## src/rtl/jmsc_pkg.sv

```systemverilog
// Package for the JPEG marker structure checker: verdict codes, marker codes and helpers.
package jmsc_pkg;

    localparam logic [2:0] VERDICT_OK       = 3'd0;
    localparam logic [2:0] VERDICT_NO_SOI   = 3'd1;
    localparam logic [2:0] VERDICT_TRUNC    = 3'd2;
    localparam logic [2:0] VERDICT_TOO_LONG = 3'd3;
    localparam logic [2:0] VERDICT_NO_EOI   = 3'd4;

    localparam logic [7:0] BYTE_FF   = 8'hFF;
    localparam logic [7:0] BYTE_STUF = 8'h00;
    localparam logic [7:0] MRK_SOI   = 8'hD8;
    localparam logic [7:0] MRK_EOI   = 8'hD9;
    localparam logic [7:0] MRK_SOS   = 8'hDA;
    localparam logic [7:0] MRK_TEM   = 8'h01;
    localparam logic [7:0] MRK_LEN_LO = 8'hC0;
    localparam logic [7:0] MRK_LEN_HI = 8'hFE;

    // Bytes counted before a file counts as long enough.
    localparam logic [2:0] MIN_FILE_BYTES = 3'd4;

    // Result of one byte step: whether a verdict is given, and its code.
    typedef struct packed {
        logic       valid;
        logic [2:0] verdict;
    } result_t;

    // True for the restart markers RST0 through RST7.
    function automatic logic is_rst(input logic [7:0] m);
        is_rst = (m[7:3] == 5'b11010);
    endfunction

    // True for marker codes that are followed by a two-byte length.
    function automatic logic has_length(input logic [7:0] m);
        has_length = (m == MRK_TEM) ||
                     ((m >= MRK_LEN_LO) && (m <= MRK_LEN_HI) && !is_rst(m));
    endfunction

endpackage

```

## src/rtl/jmsc_core.sv

```systemverilog
// Marker parsing state machine: updates the file state by one byte per accepted item.
module jmsc_core (
    input  logic                aclk,
    input  logic                aresetn,
    input  logic                step,
    input  logic [7:0]          data_byte,
    input  logic                is_last,
    output jmsc_pkg::result_t   result
);

    typedef enum logic [3:0] {
        PH_SOI0,
        PH_SOI1,
        PH_EXPECT_FF,
        PH_MARKER,
        PH_LEN_HI,
        PH_LEN_LO,
        PH_SKIP,
        PH_SCAN,
        PH_DONE_OK,
        PH_BAD_SOI,
        PH_NO_EOI
    } phase_t;

    phase_t      phase_reg, phase_next;
    logic [2:0]  bytes_seen_reg, bytes_seen_next;
    logic [15:0] seg_rem_reg, seg_rem_next;
    logic [7:0]  len_hi_reg, len_hi_next;
    logic        seg_scan_reg, seg_scan_next;
    logic        in_scan_reg, in_scan_next;

    logic [15:0] seg_len;
    logic [15:0] seg_dec;
    logic [2:0]  verdict;

    assign seg_len = {len_hi_reg, data_byte};
    assign seg_dec = (seg_rem_reg != 16'd0) ? (seg_rem_reg - 16'd1) : 16'd0;

    always_comb begin
        phase_next      = phase_reg;
        seg_rem_next    = seg_rem_reg;
        len_hi_next     = len_hi_reg;
        seg_scan_next   = seg_scan_reg;
        in_scan_next    = in_scan_reg;
        bytes_seen_next = (bytes_seen_reg < jmsc_pkg::MIN_FILE_BYTES) ?
                          (bytes_seen_reg + 3'd1) : bytes_seen_reg;
        verdict         = jmsc_pkg::VERDICT_NO_EOI;

        unique case (phase_reg)
            PH_SOI0: begin
                phase_next = (data_byte == jmsc_pkg::BYTE_FF) ? PH_SOI1 : PH_BAD_SOI;
                verdict    = jmsc_pkg::VERDICT_NO_SOI;
            end
            PH_SOI1: begin
                phase_next = (data_byte == jmsc_pkg::MRK_SOI) ? PH_EXPECT_FF : PH_BAD_SOI;
                verdict    = jmsc_pkg::VERDICT_NO_SOI;
            end
            PH_EXPECT_FF: begin
                phase_next = (data_byte == jmsc_pkg::BYTE_FF) ? PH_MARKER : PH_NO_EOI;
            end
            PH_MARKER: begin
                priority if (data_byte == jmsc_pkg::BYTE_STUF) begin
                    phase_next = in_scan_reg ? PH_SCAN : PH_EXPECT_FF;
                end else if (data_byte == jmsc_pkg::MRK_EOI) begin
                    phase_next = PH_DONE_OK;
                    verdict    = jmsc_pkg::VERDICT_OK;
                end else if (jmsc_pkg::has_length(data_byte)) begin
                    seg_scan_next = (data_byte == jmsc_pkg::MRK_SOS);
                    in_scan_next  = 1'b0;
                    phase_next    = PH_LEN_HI;
                    verdict       = jmsc_pkg::VERDICT_TRUNC;
                end else if (in_scan_reg && jmsc_pkg::is_rst(data_byte)) begin
                    phase_next = PH_SCAN;
                end else begin
                    in_scan_next = 1'b0;
                    phase_next   = PH_EXPECT_FF;
                end
            end
            PH_LEN_HI: begin
                len_hi_next = data_byte;
                phase_next  = PH_LEN_LO;
                verdict     = jmsc_pkg::VERDICT_TRUNC;
            end
            PH_LEN_LO: begin
                seg_rem_next = (seg_len >= 16'd2) ? (seg_len - 16'd2) : 16'd0;
                if (seg_rem_next != 16'd0) begin
                    phase_next = PH_SKIP;
                    verdict    = jmsc_pkg::VERDICT_TOO_LONG;
                end else begin
                    phase_next    = seg_scan_reg ? PH_SCAN : PH_EXPECT_FF;
                    in_scan_next  = seg_scan_reg ? 1'b1 : in_scan_reg;
                    seg_scan_next = 1'b0;
                end
            end
            PH_SKIP: begin
                seg_rem_next = seg_dec;
                if (seg_dec != 16'd0) begin
                    verdict = jmsc_pkg::VERDICT_TOO_LONG;
                end else begin
                    phase_next    = seg_scan_reg ? PH_SCAN : PH_EXPECT_FF;
                    in_scan_next  = seg_scan_reg ? 1'b1 : in_scan_reg;
                    seg_scan_next = 1'b0;
                end
            end
            PH_SCAN: begin
                if (data_byte == jmsc_pkg::BYTE_FF) begin
                    phase_next = PH_MARKER;
                end
            end
            PH_DONE_OK: begin
                verdict = jmsc_pkg::VERDICT_OK;
            end
            PH_BAD_SOI: begin
                verdict = jmsc_pkg::VERDICT_NO_SOI;
            end
            default: begin
                phase_next = PH_NO_EOI;
            end
        endcase

        // A short file overrides every other verdict.
        result.valid   = is_last;
        result.verdict = (bytes_seen_next < jmsc_pkg::MIN_FILE_BYTES) ?
                         jmsc_pkg::VERDICT_NO_SOI : verdict;
    end

    always_ff @(posedge aclk) begin
        if (!aresetn) begin
            phase_reg      <= PH_SOI0;
            bytes_seen_reg <= 3'd0;
            seg_rem_reg    <= 16'd0;
            len_hi_reg     <= 8'd0;
            seg_scan_reg   <= 1'b0;
            in_scan_reg    <= 1'b0;
        end else if (step) begin
            if (is_last) begin
                // The verdict closes the file; the next byte opens a new one.
                phase_reg      <= PH_SOI0;
                bytes_seen_reg <= 3'd0;
                seg_rem_reg    <= 16'd0;
                len_hi_reg     <= 8'd0;
                seg_scan_reg   <= 1'b0;
                in_scan_reg    <= 1'b0;
            end else begin
                phase_reg      <= phase_next;
                bytes_seen_reg <= bytes_seen_next;
                seg_rem_reg    <= seg_rem_next;
                len_hi_reg     <= len_hi_next;
                seg_scan_reg   <= seg_scan_next;
                in_scan_reg    <= in_scan_next;
            end
        end
    end

endmodule

```

## src/rtl/jpeg_marker_structure_checker_top.sv

```systemverilog
// Top level of the JPEG marker structure checker: input register, parser and result register.
//
//   Channel   Direction  Handshake           Payload
//   s_        in         s_valid / s_ready   s_data_byte[7:0], s_is_last
//   m_        out        m_valid / m_ready   m_verdict[2:0]
//
// Each item is one byte of a file. One byte is accepted in every cycle while
// s_ready is high; an accepted byte is held in the input register and parsed
// when it advances, and its verdict, if it is the last byte of a file, is
// registered in the result register and then shown on m_.
// The parser state update takes one step per advance, which sets the rate at one
// byte per clock while no last byte is held back. While a verdict waits on m_ with m_ready low, the input
// register still drains bytes that give no verdict; a last byte waits in the
// input register until the verdict slot is free. Reset (aresetn low, sampled
// on aclk) empties both registers and returns the parser to the start of a file.
module jpeg_marker_structure_checker_top (
    input  logic       aclk,
    input  logic       aresetn,
    input  logic       s_valid,
    output logic       s_ready,
    input  logic [7:0] s_data_byte,
    input  logic       s_is_last,
    output logic       m_valid,
    input  logic       m_ready,
    output logic [2:0] m_verdict
);

    // Input register: holds one accepted byte for the parser.
    logic       in_valid_reg;
    logic [7:0] in_byte_reg;
    logic       in_last_reg;

    // Result register: holds one verdict until it is taken.
    logic       out_valid_reg;
    logic [2:0] out_verdict_reg;

    logic              advance;
    jmsc_pkg::result_t step_result;

    // The held byte moves on unless it carries a verdict and the slot is full with m_ready low.
    assign advance = in_valid_reg && (!in_last_reg || !out_valid_reg || m_ready);
    assign s_ready = !in_valid_reg || advance;

    jmsc_core u_core (
        .aclk      (aclk),
        .aresetn   (aresetn),
        .step      (advance),
        .data_byte (in_byte_reg),
        .is_last   (in_last_reg),
        .result    (step_result)
    );

    always_ff @(posedge aclk) begin
        if (!aresetn) begin
            in_valid_reg  <= 1'b0;
            out_valid_reg <= 1'b0;
        end else begin
            if (s_ready) begin
                in_valid_reg <= s_valid;
            end
            if (advance && step_result.valid) begin
                out_valid_reg <= 1'b1;
            end else if (m_ready) begin
                out_valid_reg <= 1'b0;
            end
        end
    end

    // Payload registers need no reset.
    always_ff @(posedge aclk) begin
        if (s_valid && s_ready) begin
            in_byte_reg <= s_data_byte;
            in_last_reg <= s_is_last;
        end
        if (advance && step_result.valid) begin
            out_verdict_reg <= step_result.verdict;
        end
    end

    assign m_valid   = out_valid_reg;
    assign m_verdict = out_verdict_reg;

endmodule

```

## config.mk

```make
export PLATFORM = sky130hd
export DESIGN_NAME = jpeg_marker_structure_checker_top
export DESIGN_NICKNAME = d
export VERILOG_FILES = /design/src/rtl/jmsc_pkg.sv /design/src/rtl/jmsc_core.sv /design/src/rtl/jpeg_marker_structure_checker_top.sv
export SDC_FILE = /design/constraint.sdc
export NUM_CORES = 1
export LEC_CHECK = 0
export ABC_AREA = 1
export BUFFER_PORTS_ARGS = -buffer_cell sky130_fd_sc_hd__buf_2
export CORE_MARGIN = 2
export CORE_UTILIZATION = 55
export CTS_CLUSTER_DIAMETER = 80
export DETAILED_ROUTE_END_ITERATION = 16
export GPL_TIMING_DRIVEN = 0
export PLACE_DENSITY = 0.78
export SLEW_MARGIN = 30
export SYNTH_ARGS = -nofsm -noshare
export SYNTH_HDL_FRONTEND = slang
export SYNTH_SLANG_ARGS = --single-unit
```

## constraint.sdc

```tcl
create_clock -name aclk -period 4.15 [get_ports aclk]
set_input_delay 0.415 -clock aclk [delete_from_list [all_inputs] [get_ports aclk]]
set_output_delay 0.415 -clock aclk [all_outputs]
set_load 0.02 [all_outputs]
```

==> impl_metrics.csv <==
group,metric,value,unit
timing,slew_viol_final,0,
global_routing,grt_pass1_vias,3388,
die,dieHeight,83.6,µm
power,swShare,0.313,
global_routing,grt_max_degree,14,
die,die_area,6990,µm²
final_layout,fin_area,3740,µm²
critical_path,crit_fanout,8,
final_layout,nFillCells,591,
logic_synthesis,syn-instance-count,557,
clocking,cts_buffers,5,
placement,gp_congestion,0.971,
clocking,clk_path_buf_depth,2,
final_layout,syn2layout_area_growth,7.47,%
timing,setup_slack,1.62,ns
route,post_drt_via_cell_ratio,5.40,
clocking,clock_latency,0.30,ns
logic_synthesis,ys.flop_type,"dfxtp_1",
logic_synthesis,yosys.area_share.simple,0.456,
route,ant_nets,0,
timing,rsz0062_at_grt,"no",
critical_path,critPathRequiredTime,4.36,ns
power,power_frac_comb,0.213,
final_layout,drive_gt1_frac,0.124,
timing,worstMarginPinSlew,0.855,ns
placement,portBuffers,17,
clocking,cts_setup_buffers,0,
clocking,cts_tree,"done",
outcome,status,"complete, no violations",
die,start_util,0.578,
power,p_per_area,260,nW/µm²
route,drtIter0Drc,263,
logic_synthesis,synth_xor_area_frac,0.0126,
critical_path,reg2reg_to,"u_core.seg_scan_reg",
route,drt_first_pass_iters,6,
timing,setup_viol,0,
logic_synthesis,synth_warnings,0,
hold_path,hold_class,"in -> reg",
logic_synthesis,syn_avg_cell_area,6.25,µm²
placement,place_area,3660,µm²
timing,fin_skew,0.00659,ns
clocking,root_buffer,"clkbuf_8",
final_layout,layout.cells.non_filler,657,
logic_synthesis,synthesis.nets,574,
global_routing,antenna_found_initial,0,
critical_path,r2r-start,"in_byte_reg[1]",
die,fp.dieW,83.6,µm
clocking,cts.sinks,47,
final_layout,finish.utilization,0.621,
timing,fin_setup_tns,0,ns
critical_path,crit_path_end_kind,"flop",
logic_synthesis,syn-cell-area,3480,µm²
final_layout,n_antenna_cell,0,
clocking,htree_levels,2,
logic_synthesis,seq_area_frac_synth,0.305,
die,ios,18,
global_routing,overflow,0,
logic_synthesis,async_flop_share,0,
clocking,cts_hold_buf,0,
logic_synthesis,synth_compound_area_frac,0.113,
clocking,cts_resized,0,
logic_synthesis,synth.distinct_cells,36,
clocking,clk_pin_slew,0.08,ns
logic_synthesis,synth.ff_latch_count,47,
critical_path,crit_arrival,2.74,ns
job,maxCapViolations,0,
timing,hold_viol_final,0,
critical_path,worst-setup-path-type,"reg -> reg",
placement,placed_cells,649,
power,pwr-share-seq,0.511,
final_layout,nets,598,
critical_path,cp-start-kind,"flop",
logic_synthesis,synthMuxAreaShare,0,
critical_path,ff2ff_path_depth,15,
logic_synthesis,synth_top_family_by_area,"simple AND/OR/NAND/NOR gates",
die,core_region_area,6030,µm²
route,drt-total-wl,8530,µm
route,drc,0,
final_layout,largest_reg_flops,16,
logic_synthesis,synth_edf_count,12,
timing,relSlewSlack,0.425,
timing,min_period,2.53,ns
route,vias,3550,
critical_path,critical_path.endpoint,"u_core.seg_scan_reg",
power,leakage,1.75,nW
route,wl_per_cell,13.0,µm
timing,fin_crit_sh,0.610,
power,intPower,0.669,mW
global_routing,grt_use_total,0.255,
placement,place_ws,1.65,ns
timing,fmax,395,MHz
timing,holdWs,0.280,ns
power,vdd_drop_max,172,µV
die,fp-row-count,28,
power,power_frac_clock,0.276,
critical_path,cp-startpoint,"in_byte_reg[1]",
global_routing,grt_pass1_wl,14900,µm
power,finalPower,0.975,mW
logic_synthesis,synthAdderAreaFrac,0.0144,
power,switchingPower,0.305,mW
critical_path,r2r_setup_slack,1.62,ns
placement,hpwl,6670,µm
power by group through the flow:
stage | Combinational (mW) | Sequential (mW) | Clock (mW)
after global placement | 0.201 | 0.508 | 0
after floorplan | 0.157 | 0.505 | 0
after detailed placement | 0.204 | 0.508 | 0
after CTS | 0.205 | 0.498 | 0.274
after global routing | 0.234 | 0.500 | 0.292
final | 0.208 | 0.498 | 0.269
layout make-up:
class	count	area, µm²	area share
multi-input combinational	422	2070	0.554
timing repair buffer	17	85.1	0.0227
clock inverter	1	5.00	0.00134
clock buffer	7	76.3	0.0204
inverter	77	290	0.0775
sequential	47	1060	0.283
buffer	11	57.6	0.0154
tap	75	93.8	0.0251
cell usage after synthesis (6+ instances only):
master,number,share of area
nand2_1,168,0.18
o21ai_0,20,0.029
nor2_1,62,0.067
a21oi_1,39,0.056
inv_1,67,0.072
dfxtp_1,35,0.20
edfxtp_1,12,0.10
nand3_1,56,0.080
nor2_2,12,0.022
nand4_1,14,0.025
clkbuf_1,8,0.0086
nor2_4,7,0.023
nand2_2,6,0.011
inv_2,9,0.0097
layout by cell type, fill, tap and decap left out, types with 2 or more instances in the layout:
| master | synthesis | final |
|---|---|---|
| nand2_1 | 168 | 168 |
| inv_1 | 67 | 67 |
| nor2_1 | 62 | 62 |
| nand3_1 | 56 | 56 |
| a21oi_1 | 39 | 39 |
| dfxtp_1 | 35 | 35 |
| o21ai_0 | 20 | 20 |
| buf_2 | 1 | 18 |
| nand4_1 | 14 | 14 |
| nor2_2 | 12 | 12 |
| edfxtp_1 | 12 | 12 |
| clkbuf_1 | 8 | 10 |
| inv_2 | 9 | 9 |
| nor2_4 | 7 | 7 |
| nand2_2 | 6 | 6 |
| clkbuf_8 | 0 | 5 |
| nor3_1 | 4 | 4 |
| xor2_1 | 4 | 4 |
| nand3_4 | 4 | 4 |
| ha_1 | 4 | 4 |
| nand3_2 | 3 | 3 |
| o211ai_1 | 3 | 3 |
| buf_6 | 2 | 2 |
| clkinv_2 | 1 | 2 |
| nor4_1 | 2 | 2 |
| o311ai_0 | 2 | 2 |
| a31oi_1 | 2 | 2 |
metal layers:
| layer | global-route usage | routed length, µm | share of wire |
|---|---|---|---|
| met1 | 0.344 | 3910 | 0.46 |
| met2 | 0.415 | 3900 | 0.46 |
| met3 | 0.0455 | 556 | 0.065 |
| met4 | 0.0821 | 165 | 0.019 |
| met5 | 0 | 0 | 0 |
worst max-delay path, cell delays in order, from the launching register on:
cell,delay [ns]
edfxtp_1,0.51
inv_2,0.18
ha_1,0.21
nand3_1,0.18
nor2_1,0.27
nand3_1,0.10
nand3_1,0.13
nand2_1,0.07
nor2_2,0.16
nand3_2,0.13
nand3_2,0.11
nand3_1,0.08
nor2_1,0.14
nand2_1,0.07
nand2_1,0.06
nor2_1,0.04
cell families after synthesis:
group	count (synthesis)
and+or+nand+nor	341
buffers and inverters	88
AOI/OAI and AO/OA	72
DFF	47
xor gates and xnor gates	5
adders and majority gates	4
worst min path at each step:
stage                     depth (start not counted)                      from                  endpoint  slack [ns]
final                                             1            s_data_byte[3]            in_byte_reg[3]        0.28
after global routing                              1            s_data_byte[5]            in_byte_reg[5]        0.27
after CTS                                         1            s_data_byte[0]            in_byte_reg[0]        0.28
after detailed placement                          2  u_core.bytes_seen_reg[2]  u_core.bytes_seen_reg[2]        0.46
after global placement                            2  u_core.bytes_seen_reg[2]  u_core.bytes_seen_reg[2]        0.45
after floorplan                                   2  u_core.bytes_seen_reg[2]  u_core.bytes_seen_reg[2]        0.43
Note: power is estimated with default switching activity, not from simulation.
